[config.mk]
export PLATFORM = sky130hd
export DESIGN_NAME = keyword_detection_smoother
export DESIGN_NICKNAME = d
export VERILOG_FILES = /design/src/rtl/kds_pkg.sv /design/src/rtl/keyword_detection_smoother.sv
export SDC_FILE = /design/constraint.sdc
export NUM_CORES = 1
export LEC_CHECK = 0
export ABC_AREA = 1
export BUFFER_PORTS_ARGS = -buffer_cell sky130_fd_sc_hd__buf_2
export CELL_PAD_IN_SITES_DETAIL_PLACEMENT = 2
export CELL_PAD_IN_SITES_GLOBAL_PLACEMENT = 2
export CORE_MARGIN = 4
export CORE_UTILIZATION = 28
export CTS_BUF_LIST = sky130_fd_sc_hd__clkbuf_2 sky130_fd_sc_hd__clkbuf_4 sky130_fd_sc_hd__clkbuf_8
export CTS_CLUSTER_DIAMETER = 120
export DETAILED_ROUTE_END_ITERATION = 8
export HOLD_SLACK_MARGIN = 0.12
export PLACE_DENSITY_LB_ADDON = 0.15
export SLEW_MARGIN = 20
export SYNTH_ARGS = -nofsm -noshare
export SYNTH_HDL_FRONTEND = slang
export SYNTH_SLANG_ARGS = --single-unit
export TNS_END_PERCENT = 5
[constraint.sdc]
create_clock -name aclk -period 20.8 [get_ports aclk]
set_input_delay 4.16 -clock aclk [delete_from_list [all_inputs] [get_ports aclk]]
set_output_delay 4.16 -clock aclk [all_outputs]
set_load 0.01 [all_outputs]
[src/rtl/kds_pkg.sv]
// Package for the keyword detection smoother: field widths, register
// indexes and stream packing constants.
// No dependencies.
`timescale 1ns / 1ps

package kds_pkg;

    // Number of classifier classes; a class index at or above it is rejected
    localparam int NUM_CLASSES   = 16;
    localparam int CLASS_CMP_W   = 9;   // wide enough to hold NUM_CLASSES up to 256

    localparam int CLASS_W       = 4;
    localparam int PROB_W        = 16;
    localparam int COUNT_W       = 9;   // signed run count, -255..255
    localparam int RUN_W         = 8;

    // Stream payload packing, padded to whole bytes
    localparam int S_TDATA_W     = 24;  // [3:0] class_index, [19:4] probability
    localparam int M_TDATA_W     = 24;  // [3:0] detected_class, [19:4] smoothed_probability
    localparam int M_TUSER_W     = 1;   // [0] detected

    // Configuration port
    localparam int CFG_INDEX_W   = 3;
    localparam int CFG_DATA_W    = 16;

    typedef enum logic [CFG_INDEX_W-1:0] {
        REG_EMA_WEIGHT       = 3'd0,
        REG_DETECT_THRESHOLD = 3'd1,
        REG_RUN_LENGTH       = 3'd2,
        REG_HOLDOFF_FRAMES   = 3'd3,
        REG_REJECT_CLASS_A   = 3'd4,
        REG_REJECT_CLASS_B   = 3'd5
    } cfg_reg_t;

    // Register reset values
    localparam logic [PROB_W-1:0]  EMA_WEIGHT_RST       = 16'd32768;
    localparam logic [PROB_W-1:0]  DETECT_THRESHOLD_RST = 16'd52429;
    localparam logic [RUN_W-1:0]   RUN_LENGTH_RST       = 8'd10;
    localparam logic [RUN_W-1:0]   HOLDOFF_FRAMES_RST   = 8'd10;
    localparam logic [CLASS_W-1:0] REJECT_CLASS_A_RST   = 4'd0;
    localparam logic [CLASS_W-1:0] REJECT_CLASS_B_RST   = 4'd1;

    // One frame verdict after unpacking
    typedef struct packed {
        logic [CLASS_W-1:0] class_index;
        logic [PROB_W-1:0]  probability;
    } frame_t;

endpackage

[src/rtl/keyword_detection_smoother.sv]
// Keyword detection smoother top level: run counting, moving average and
// detection of classifier verdicts, one frame per transfer.
// Depends on kds_pkg.
`timescale 1ns / 1ps

// Channel   Direction  Handshake          Payload
// s_        in         s_tvalid/s_tready  s_tdata: class_index, probability
// m_        out        m_tvalid/m_tready  m_tdata: detected_class, smoothed_probability;
//                                         m_tuser: detected
// cfg_      in         cfg_valid/cfg_ready cfg_index, cfg_data
//
// Each frame passes the input register, then the average multiply-add into
// the result register. A new frame is accepted in every cycle unless a stall
// on m_ has filled both registers; the single 17x17 multiply of the average
// update sets the path length. aresetn (synchronous, active low) restores
// register defaults and clears run count, average and previous class.
// A stall on m_ holds the result; the input register holds one more frame.
// Configuration writes are always accepted and take effect next cycle.

module keyword_detection_smoother (
    input  logic                              aclk,
    input  logic                              aresetn,

    input  logic                              s_tvalid,
    output logic                              s_tready,
    input  logic [kds_pkg::S_TDATA_W-1:0]     s_tdata,   // [3:0] class_index, [19:4] probability

    output logic                              m_tvalid,
    input  logic                              m_tready,
    output logic [kds_pkg::M_TDATA_W-1:0]     m_tdata,   // [3:0] detected_class,
                                                         // [19:4] smoothed_probability
    output logic [kds_pkg::M_TUSER_W-1:0]     m_tuser,   // [0] detected

    input  logic                              cfg_valid,
    output logic                              cfg_ready,
    input  logic [kds_pkg::CFG_INDEX_W-1:0]   cfg_index,
    input  logic [kds_pkg::CFG_DATA_W-1:0]    cfg_data
);
    import kds_pkg::*;

    // Configuration registers
    logic [PROB_W-1:0]  ema_weight_reg;
    logic [PROB_W-1:0]  detect_threshold_reg;
    logic [RUN_W-1:0]   run_length_reg;
    logic [RUN_W-1:0]   holdoff_frames_reg;
    logic [CLASS_W-1:0] reject_class_a_reg;
    logic [CLASS_W-1:0] reject_class_b_reg;

    // Smoother state
    logic [CLASS_W-1:0]        previous_class_reg, previous_class_next;
    logic signed [COUNT_W-1:0] run_count_reg, run_count_next;
    logic [PROB_W-1:0]         average_reg, average_next;

    // Input register
    logic   in_vld_reg;
    frame_t in_frame_reg;

    // Result register
    logic               out_vld_reg;
    logic               out_det_reg, out_det_next;
    logic [CLASS_W-1:0] out_class_reg, out_class_next;
    logic [PROB_W-1:0]  out_prob_reg, out_prob_next;

    logic out_ready;   // result register can take a new result this cycle
    logic out_load;    // the held frame moves into the result register

    // Advance the result register when empty or being drained
    assign out_ready = !out_vld_reg || m_tready;
    assign out_load  = in_vld_reg && out_ready;
    assign s_tready  = !in_vld_reg || out_ready;
    assign cfg_ready = 1'b1;

    // ---------------------------------------------------------------
    // Frame evaluation
    // ---------------------------------------------------------------
    logic                       is_reject;
    logic                       class_change;
    logic signed [COUNT_W-1:0]  run_base;
    logic signed [COUNT_W-1:0]  run_len_s;
    logic signed [COUNT_W-1:0]  run_inc;
    logic [PROB_W-1:0]          avg_base;
    logic signed [PROB_W:0]     prob_diff;
    logic signed [PROB_W:0]     weight_s;
    logic signed [2*PROB_W+1:0] ema_prod;
    logic signed [PROB_W+1:0]   ema_delta;
    logic signed [PROB_W+1:0]   avg_sum;
    logic [PROB_W-1:0]          avg_new;
    logic                       fire;

    always_comb begin
        // Reject on either reject class or on a class outside the table
        is_reject = (in_frame_reg.class_index == reject_class_a_reg)
                 || (in_frame_reg.class_index == reject_class_b_reg)
                 || ({{(CLASS_CMP_W-CLASS_W){1'b0}}, in_frame_reg.class_index}
                     >= CLASS_CMP_W'(NUM_CLASSES));

        // A new keyword class restarts the run and the average
        class_change = (in_frame_reg.class_index != previous_class_reg);
        run_base     = class_change ? '0 : run_count_reg;
        avg_base     = class_change ? '0 : average_reg;

        // Count the frame, saturating at the run length
        run_len_s = $signed({1'b0, run_length_reg});
        run_inc   = (run_base < run_len_s) ? run_base + COUNT_W'(1) : run_len_s;

        // avg + w*(p - avg)/65536, floored; equals the two-product form exactly
        prob_diff = $signed({1'b0, in_frame_reg.probability}) - $signed({1'b0, avg_base});
        weight_s  = $signed({1'b0, ema_weight_reg});
        ema_prod  = prob_diff * weight_s;
        ema_delta = ema_prod[2*PROB_W+1:PROB_W];
        avg_sum   = $signed({2'b00, avg_base}) + ema_delta;
        avg_new   = avg_sum[PROB_W-1:0];

        fire = (run_inc >= run_len_s) && (avg_new >= detect_threshold_reg);

        // Defaults: hold state, empty result
        previous_class_next = previous_class_reg;
        run_count_next      = run_count_reg;
        average_next        = average_reg;
        out_det_next        = 1'b0;
        out_class_next      = '0;
        out_prob_next       = '0;

        if (is_reject) begin
            run_count_next = '0;
            average_next   = '0;
        end else begin
            previous_class_next = in_frame_reg.class_index;
            if (fire) begin
                // Report, then start the hold-off with a negative count
                out_det_next   = 1'b1;
                out_class_next = in_frame_reg.class_index;
                out_prob_next  = avg_new;
                run_count_next = -$signed({1'b0, holdoff_frames_reg});
                average_next   = '0;
            end else begin
                run_count_next = run_inc;
                average_next   = avg_new;
            end
        end
    end

    // ---------------------------------------------------------------
    // Registers
    // ---------------------------------------------------------------
    always_ff @(posedge aclk) begin
        if (!aresetn) begin
            ema_weight_reg       <= EMA_WEIGHT_RST;
            detect_threshold_reg <= DETECT_THRESHOLD_RST;
            run_length_reg       <= RUN_LENGTH_RST;
            holdoff_frames_reg   <= HOLDOFF_FRAMES_RST;
            reject_class_a_reg   <= REJECT_CLASS_A_RST;
            reject_class_b_reg   <= REJECT_CLASS_B_RST;
            previous_class_reg   <= '0;
            run_count_reg        <= '0;
            average_reg          <= '0;
            in_vld_reg           <= 1'b0;
            out_vld_reg          <= 1'b0;
        end else begin
            // Configuration write; indexes beyond the list are dropped
            if (cfg_valid && cfg_ready) begin
                case (cfg_index)
                    REG_EMA_WEIGHT:       ema_weight_reg       <= cfg_data;
                    REG_DETECT_THRESHOLD: detect_threshold_reg <= cfg_data;
                    REG_RUN_LENGTH:       run_length_reg       <= cfg_data[RUN_W-1:0];
                    REG_HOLDOFF_FRAMES:   holdoff_frames_reg   <= cfg_data[RUN_W-1:0];
                    REG_REJECT_CLASS_A:   reject_class_a_reg   <= cfg_data[CLASS_W-1:0];
                    REG_REJECT_CLASS_B:   reject_class_b_reg   <= cfg_data[CLASS_W-1:0];
                    default: ;
                endcase
            end

            // Input register fills on a transfer, empties as it moves on
            if (s_tvalid && s_tready) begin
                in_vld_reg <= 1'b1;
            end else if (out_load) begin
                in_vld_reg <= 1'b0;
            end

            // Commit state and the result together
            if (out_load) begin
                previous_class_reg <= previous_class_next;
                run_count_reg      <= run_count_next;
                average_reg        <= average_next;
                out_vld_reg        <= 1'b1;
            end else if (m_tready) begin
                out_vld_reg <= 1'b0;
            end
        end
    end

    // Payload registers, no reset needed
    always_ff @(posedge aclk) begin
        if (s_tvalid && s_tready) begin
            in_frame_reg.class_index <= s_tdata[CLASS_W-1:0];
            in_frame_reg.probability <= s_tdata[CLASS_W+PROB_W-1:CLASS_W];
        end
        if (out_load) begin
            out_det_reg   <= out_det_next;
            out_class_reg <= out_class_next;
            out_prob_reg  <= out_prob_next;
        end
    end

    assign m_tvalid = out_vld_reg;
    assign m_tdata  = {{(M_TDATA_W-CLASS_W-PROB_W){1'b0}}, out_prob_reg, out_class_reg};
    assign m_tuser  = out_det_reg;

    // ---------------------------------------------------------------
    // Assertions
    // ---------------------------------------------------------------
    // A result without a detection carries all-zero data
    a_quiet_result_zero: assert property (@(posedge aclk) disable iff (!aresetn)
        (m_tvalid && !m_tuser[0]) |-> (m_tdata == '0))
        else $error("non-detection result carries nonzero data");

    // A detection clears the average and leaves a non-positive count
    a_detect_clears_state: assert property (@(posedge aclk) disable iff (!aresetn)
        (out_load && out_det_next) |=> (average_reg == '0) && (run_count_reg <= 0))
        else $error("state not cleared after detection");

    // A committed frame always shows up as a pending result
    a_load_gives_result: assert property (@(posedge aclk) disable iff (!aresetn)
        out_load |=> out_vld_reg)
        else $error("result lost after commit");

endmodule
Word level (Yosys, flattened, before mapping)
Index checks and enable logic that the tools add are counted.
{"block": "totals", "ff_bits": 128, "latch_bits": 0, "ram_bits": 0, "romBits": 0, "inputBits": 48, "output_inout_bits": 28, "memories": 0}
{"block": "classes", "addsub": 4, "multipliers": 1, "n_div": 0, "magnitude_cmp": 3, "n_eq_ne": 8, "shift": 0, "muxes": 12, "n_bitwise": 2, "reduce_logical": 19}
{"cell": "16-bit two-way mux", "count": 3}
{"cell": "9-bit two-way mux", "count": 4}
{"cell": "17-bit by 17-bit multiplier with 32-bit output", "count": 1}
{"cell": "16-bit by 16-bit subtractor with 17-bit output", "count": 1}
{"cell": "16-bit adder", "count": 1}
{"cell": "16-bit greater-or-equal comparator", "count": 1}
{"cell": "2-bit AND reduction", "count": 7}
{"cell": "9-bit by 2-bit adder with 9-bit output, second input constant", "count": 1}
{"cell": "9-bit greater-or-equal comparator", "count": 1}
{"cell": "9-bit < comparator", "count": 1}
{"cell": "8-bit negator with 9-bit output", "count": 1}
{"cell": "4-bit == test", "count": 2}
{"cell": "3-bit by 2-bit == test with 1-bit output, second input constant", "count": 2}
{"cell": "3-bit == test, second input constant", "count": 2}
{"cell": "1-bit two-way mux", "count": 5}
{"cell": "4-bit != test", "count": 1}
{"cell": "2-bit nonzero test", "count": 2}
{"cell": "3-bit by 1-bit == test with 1-bit output, second input constant", "count": 1}
{"cell": "1-bit logical AND", "count": 3}
{"cell": "3-bit logical NOT", "count": 1}
{"cell": "1-bit logical OR", "count": 3}
{"cell": "1-bit logical NOT", "count": 2}
{"cell": "1-bit NOT", "count": 2}
{"cell": "2-bit OR reduction", "count": 1}

Depth between registers and ports, before layout
Gate-level depths: netlist of run 1.
{"block": "depth", "ltp_word": 9, "mapped_depth": 69, "ltp_nobuf": 67}

Least setup slack after synthesis of run 1
OpenSTA, ideal clock, no wires.
{"block": "synth_timing", "path_type": "reg2reg", "from": "register in_frame_reg[19] in the netlist's numbering", "to": "register out_prob_reg[15] (data pin)", "setup_ps": 135, "arrival_ps": 10028, "path_slack_ps": 10637, "path_stages_with_launch": 65, "cell_sequence": "edfxtp_1 xor2_1 nor2_4 nand2_4 buf_2 nor2_1 ha_1 fa_1 inv_1 nand2_1 nand2_1 o21ai_0 o21ai_1 nand3_1 nand2_1 nand3_1 nand2_1 xor2_1 [... 29 more ...] nand2_1 nand2_1 a21oi_1 or2_2 nand2_1 inv_1 ha_1 nand2_1 inv_1 nand3_1 nor2_1 nand3_1 nand3_1 nand3_4 nor2_2 inv_2 buf_6 nor2_2"}
{"block": "synth_via", "elab_chain_cells": 9, "word_cells_on_any_way": 17, "classes_between": "add/sub: 3; mul: 1; order compare: 3; eq/ne: 3; mux: 3; bitwise: 1; reduce/logical: 3"}
{"item": "from (decl)", "line_no": "keyword_detection_smoother.sv:56", "text": "frame_t in_frame_reg;"}
{"item": "4-bit != test (*)", "line_no": "keyword_detection_smoother.sv:98", "text": "class_change = (in_frame_reg.class_index != previous_class_reg);"}
{"item": "16-bit two-way mux (*)", "line_no": "keyword_detection_smoother.sv:100", "text": "avg_base = class_change ? '0 : average_reg;"}
{"item": "16-bit by 16-bit subtractor with 17-bit output", "line_no": "keyword_detection_smoother.sv:107", "text": "prob_diff = $signed({1'b0, in_frame_reg.probability}) - $signed({1'b0, avg_base});"}
{"item": "17-bit by 17-bit multiplier with 32-bit output", "line_no": "keyword_detection_smoother.sv:109", "text": "ema_prod = prob_diff * weight_s;"}
{"item": "16-bit adder (*)", "line_no": "keyword_detection_smoother.sv:111", "text": "avg_sum = $signed({2'b00, avg_base}) + ema_delta;"}
{"item": "net avg_sum[11]", "line_no": "keyword_detection_smoother.sv:86", "text": "logic signed [PROB_W+1:0] avg_sum;"}
{"item": "16-bit greater-or-equal comparator (*)", "line_no": "keyword_detection_smoother.sv:114", "text": "fire = (run_inc >= run_len_s) && (avg_new >= detect_threshold_reg);"}
{"item": "1-bit logical AND (*)", "line_no": "keyword_detection_smoother.sv:114"}
{"item": "1-bit NOT (no source line) (*)"}
{"item": "2-bit OR reduction (no source line) (*)"}
{"item": "to (signal assigned)", "line_no": "keyword_detection_smoother.sv:201", "text": "out_prob_reg <= out_prob_next;"}
{"item": "to (decl)", "line_no": "keyword_detection_smoother.sv:62", "text": "logic [PROB_W-1:0] out_prob_reg, out_prob_next;"}
The timed path passes the listed nets; every way through them passes the cells marked *.
A chain may end at the register's enable or synchronous reset.

Worst setup path after layout of run 1
Same ends and word-level chain as after synthesis.

==> results.cfg, run 1 <==
[run_status]
status = finished, final reports clean

[cells_and_area]
finalNetCount = 2749
drive_gt1_frac = 0.0738
num_antenna_cells = 0
utilization = 0.310
final_cell_mix = inv_1 (541), nand2_1 (418), fa_1 (267)
largest_reg_flops = 20
final_common_cell = inv_1
fin_area_mm2 = 0.0192
syn_to_final_growth_pct = 8.96

[clocking]
post_cts_buffers = 0
clk_path_buf_depth = 2
cts_made_buffers = 17
cts_hold_buf = 0
cts_sinks = 128
htreeDepth = 4
clk_pin_slew_ns = 0.08
clock_latency_ns = 0.47
clockRootBuffer = clkbuf_8
cts_resized = 0
cts_tree = done

[grt]
grt_pass1_wl_um = 97800
grtUsageTotal = 0.190
grt_pass1_vias = 16758
grt_antenna_before_repair = 0
overflow = 0
grt_start_max_net_pins = 60

[setup_path]
critPathCaptureType = register
cp_max_fo = 20
required_ns = 21.00
cpMaxStageDelayCell = fa_1
cp.arrival_ns = 13.29
critical_path_class = register to register
crit_path_max_incr_delay_ns = 0.55
critPathLaunchType = register
crit_path_frequent_cell = nand2_1

[synthesis]
synth_seq_area_share = 0.169
syn_area_per_cell_um2 = 7.85
ys_warn_count = 0
async_reset_ff_frac = 0
synth_enable_flop_cells = 41
ys_types = 48
synth_cells = 2244
synth_area_mm2 = 0.0176
synth_top_flop_cell = dfxtp_1
synth-seq-cells = 128

[place]
gp_congestion = 0.804
hpwl_um = 52300
place_area_mm2 = 0.0188
numPortBuffers = 66

[pwr]
pwr-share-seq = 0.198
internal_power_uw = 677
p_leak_uw = 0.00960
power.share.combinational = 0.660
peakVddDrop_v = 0.0000366
switching_share = 0.535
p_clk_frac = 0.142
power_density_mw_per_mm2 = 75.8
p_sw_uw = 778

[timing]
slew_headroom = 0.325
worstMarginPinSlew_ns = 1.01
final-hold-violation-count = 0
rsz0062_at_grt = false
tns_ns = 0
setup_violations = 0
finalCritPeriodShare = 0.629
period_minus_slack_ns = 13.09
slew_viol_final = 0
skew_ns = 0.0181
fmaxAchievable_mhz = 76.4

[floorplanning]
die_x_um = 259
initial_core_util = 0.284
coreArea_mm2 = 0.0619
die-area_mm2 = 0.0670
rows = 91
pin_count = 76
dieHeight_um = 259

[routing]
finalWirelength_um = 62000
wl_per_cell_um = 19.7
dr.first_iter.drc_count = 423
drtAntennaViolNets = 0
dr.pass1.iters = 4
via_count = 14486
route.detailed.drc = 0
viasPerCell = 4.61

[hold_path]
hold_path.class = register to register

[flow_run]
maxCapViolCount = 0
path summary, 6_finish.rpt:
kind                                        from          endpoint  slack (ns)  cells past startpoint
worst min-delay path             average_reg[11]   average_reg[11]        0.47                      2
worst max-delay path            in_frame_reg[19]  out_prob_reg[15]        7.71                     54
worst min register to register   average_reg[11]   average_reg[11]        0.47                      2
worst max register to register  in_frame_reg[19]  out_prob_reg[15]        7.71                     54
cell type report:
type / count / area, um2
well taps: 837 / 1050
inverters: 558 / 2100
multi-input cells: 1504 / 12300
repair buffers: 81 / 443
flip-flops and latches: 128 / 2970
fillers: 7310 / 42700
clock inverters: 12 / 93.8
clock buffers: 20 / 256
power groups by stage:
| stage | logic [uW] | registers (uW) | clock network, uW |
|---|---|---|---|
| 2_1_floorplan | 635 | 288 | 0 |
| 3_3_place_gp | 947 | 293 | 0 |
| 3_5_place_dp | 974 | 293 | 0 |
| 4_1_cts | 984 | 288 | 217 |
| 5_1_grt | 1100 | 290 | 227 |
| 6_report | 960 | 288 | 206 |
worst max-delay path: cells and delay by family (launching register included):
| kind | cells | cell delay, ns |
|---|---|---|
| AOI/OAI and AO/OA | 11 | 1.99 |
| xor gates and xnor gates | 3 | 0.87 |
| adders and majority gates | 10 | 4.26 |
| buffers and inverters | 8 | 1.43 |
| DFF | 1 | 0.48 |
| and+or+nand+nor | 22 | 3.73 |
per-stage QoR:
stage	power [uW]	hold slack (ns)	cells	worst slack, ns
4_1_cts	1490	0.474	3140	7.48
6_report	1450	0.471	3140	7.71
2_1_floorplan	923	0.435	2247	10.64
3_5_place_dp	1270	0.460	3108	7.55
3_3_place_gp	1240	0.449	3108	7.68
5_1_grt	1610	0.497	3140	6.69
layer usage:
| layer | wire [um] | global-route usage | up-vias |
|---|---|---|---|
| met5 | 0 | 0 | - |
| met3 | 1210 | 0.0172 | 57 |
| met1 | 27800 | 0.246 | 7441 |
| li1 | - | - | 6836 |
| met4 | 1020 | 0.0385 | 0 |
| met2 | 32000 | 0.348 | 152 |
cell usage after synthesis, types with 3 or more instances:
cell type / n / area (um2)
o21bai_1: 7 / 52.6
buf_2: 3 / 15.0
edfxtp_1: 41 / 1230
buf_4: 5 / 37.5
nand2_1: 418 / 1570
nor4_1: 4 / 25.0
a31oi_1: 8 / 50.1
o21ai_0: 71 / 355
o21a_1: 6 / 45.0
buf_6: 5 / 56.3
clkbuf_1: 44 / 165
nand2_2: 6 / 37.5
a21o_1: 3 / 22.5
dfxtp_1: 87 / 1740
o211ai_1: 14 / 105
a211oi_1: 3 / 22.5
nor3_1: 15 / 75.1
o21ai_1: 3 / 15.0
inv_2: 5 / 18.8
nand3_1: 71 / 355
inv_1: 542 / 2030
a31o_2: 3 / 26.3
ha_1: 144 / 1800
nor2_2: 22 / 138
fa_1: 267 / 5350
nor2_1: 210 / 788
a21oi_1: 132 / 661
or2_2: 11 / 68.8
xor2_1: 36 / 315
inv_4: 3 / 18.8
xnor2_1: 16 / 140
nand4_1: 11 / 68.8
clkinv_1: 8 / 30.0
cell families after synthesis:
logic type,synth area share
DFF,0.169
other,0.000426
buffers and inverters,0.135
xor gates and xnor gates,0.0259
AOI/OAI and AO/OA,0.0807
adders and majority gates,0.406
and+or+nand+nor,0.184
Note: power is estimated with default switching activity, not from simulation.
==> run 2: changes to the inputs <==
clock period = 12.35 ns   (was 20.8 ns; I/O delays follow)
==> run 2 against run 1 <==
Count of clock-buffer cells in the layout down 1. Register-to-register slack worse by 6.8 ns. Wire length up 4.0%. Combinational power up 120%. Sequential cell count unchanged. Core utilization up 1.9 points. Die area unchanged. Critical endpoint is now out_class_reg[2]. Highest routed layer is now met5.
==> results.cfg, run 2 (synthesis results as in run 1) <==
[setup_path]
cpMaxStageDelayCell = fa_1
critPathCaptureType = register
critPathLaunchType = register
crit_path_max_incr_delay_ns = 0.58
cp.arrival_ns = 11.62
crit_path_frequent_cell = nand2_1
required_ns = 12.56
cp_max_fo = 20
critical_path_class = register to register

[floorplanning]
pin_count = 76
rows = 91
dieHeight_um = 259
coreArea_mm2 = 0.0619
die_x_um = 259
initial_core_util = 0.284
die-area_mm2 = 0.0670

[routing]
via_count = 15105
dr.first_iter.drc_count = 523
finalWirelength_um = 64500
viasPerCell = 4.61
dr.pass1.iters = 5
drtAntennaViolNets = 0
wl_per_cell_um = 19.7
route.detailed.drc = 0

[timing]
tns_ns = 0
worstMarginPinSlew_ns = 1.04
period_minus_slack_ns = 11.41
skew_ns = 0.0263
rsz0062_at_grt = false
slew_viol_final = 0
slew_headroom = 0.307
setup_violations = 0
final-hold-violation-count = 0
finalCritPeriodShare = 0.924
fmaxAchievable_mhz = 87.7

[cells_and_area]
drive_gt1_frac = 0.133
multi_input_area_mm2 = 0.0124
syn_to_final_growth_pct = 15.8
final_cell_mix = inv_1 (542), nand2_1 (416), fa_1 (267)
nFillCells = 7323
largest_reg_flops = 20
final_common_cell = inv_1
fin_cells = 3279
finalNetCount = 2888
utilization = 0.329
seq_area_mm2 = 0.00297
num_antenna_cells = 0
fin_area_mm2 = 0.0204

[place]
gp_congestion = 0.817
numPortBuffers = 66
hpwl_um = 55100
place_area_mm2 = 0.0199
place_inst = 3240

[pwr]
power_density_mw_per_mm2 = 144
p_leak_uw = 0.0103
peakVddDrop_v = 0.0000841

[clocking]
cts_sinks = 128
cts_tree = done
clockRootBuffer = clkbuf_8
clk_pin_slew_ns = 0.09
clock_latency_ns = 0.48
htreeDepth = 4
clk_path_buf_depth = 2
cts_hold_buf = 0
cts_made_buffers = 17

[grt]
grtUsageTotal = 0.197
grt_pass1_vias = 17695
grt_antenna_before_repair = 2
grt_start_max_net_pins = 60
grt_pass1_wl_um = 102000
overflow = 0

[run_status]
status = finished, final reports clean

[hold_path]
hold_path.class = register to register

[flow_run]
maxCapViolCount = 0
[run 2: cell types whose count changed in the layout (fill, tap and decap cells not counted), moves of 3 or more]
cell	delta
buf_4	+137
clkbuf_4	-3
clkinv_2	-3
clkinv_4	+4
clkinvlp_4	-3
inv_6	+3
xor2_1	-5
xor2_2	+5
[run 2: area by class of cell]
class | instances | share of cell area
Timing Repair Buffer | 220 | 0.0741
Clock buffer | 19 | 0.0128
Inverter | 558 | 0.103
Clock inverter | 13 | 0.00614
Sequential cell | 128 | 0.146
Tap cell | 837 | 0.0514
Multi-Input combinational cell | 1504 | 0.606
[run 2: worst paths after layout]
kind	cells past startpoint	slack (ns)	endpoint	from
worst max-delay path	56	0.94	out_class_reg[2]	in_frame_reg[18]
worst min register to register	2	0.47	average_reg[8]	average_reg[8]
worst max register to register	56	0.94	out_class_reg[2]	in_frame_reg[18]
worst min-delay path	2	0.47	average_reg[8]	average_reg[8]
[run 2: what timing repair did]
item | in CTS | in global routing
endpoints found under the hold margin | 0 | 0
setup endpoints to repair | 0 | 46
setup buffers | 0 | 7
resized for setup | 0 | 23
[run 2: power by group]
group | switching, uW | internal, uW
clock network | 198 | 174
registers | 20.8 | 463
logic | 1220 | 861
[run 2: stage by stage]
stage / hold WS, ns / setup WS [ns] / power (uW)
after floorplan: 0.435 / 2.19 / 1550
final: 0.474 / 0.942 / 2930
after global routing: 0.492 / 0.0456 / 3230
after detailed placement: 0.460 / 0.282 / 2560
after global placement: 0.453 / 0.459 / 2510
after CTS: 0.474 / 0.208 / 2970
[run 2: critical path: cells and delay by family (launching register included)]
| family | cells | cell delay [ns] |
|---|---|---|
| AO/OA/AOI/OAI | 7 | 1.10 |
| AND/OR/NAND/NOR | 23 | 2.69 |
| adder cells (fa/ha/maj) | 10 | 4.43 |
| XOR/XNOR | 3 | 0.76 |
| flip-flops | 1 | 0.47 |
| buffers and inverters | 13 | 1.68 |
[run 2: routing by layer]
layer,GRT usage,vias to the layer above,part of all wire
li1,-,7121,-
met1,0.248,7749,0.44
met2,0.362,153,0.51
met3,0.0194,78,0.019
met4,0.0477,4,0.024
met5,0,-,0.00042
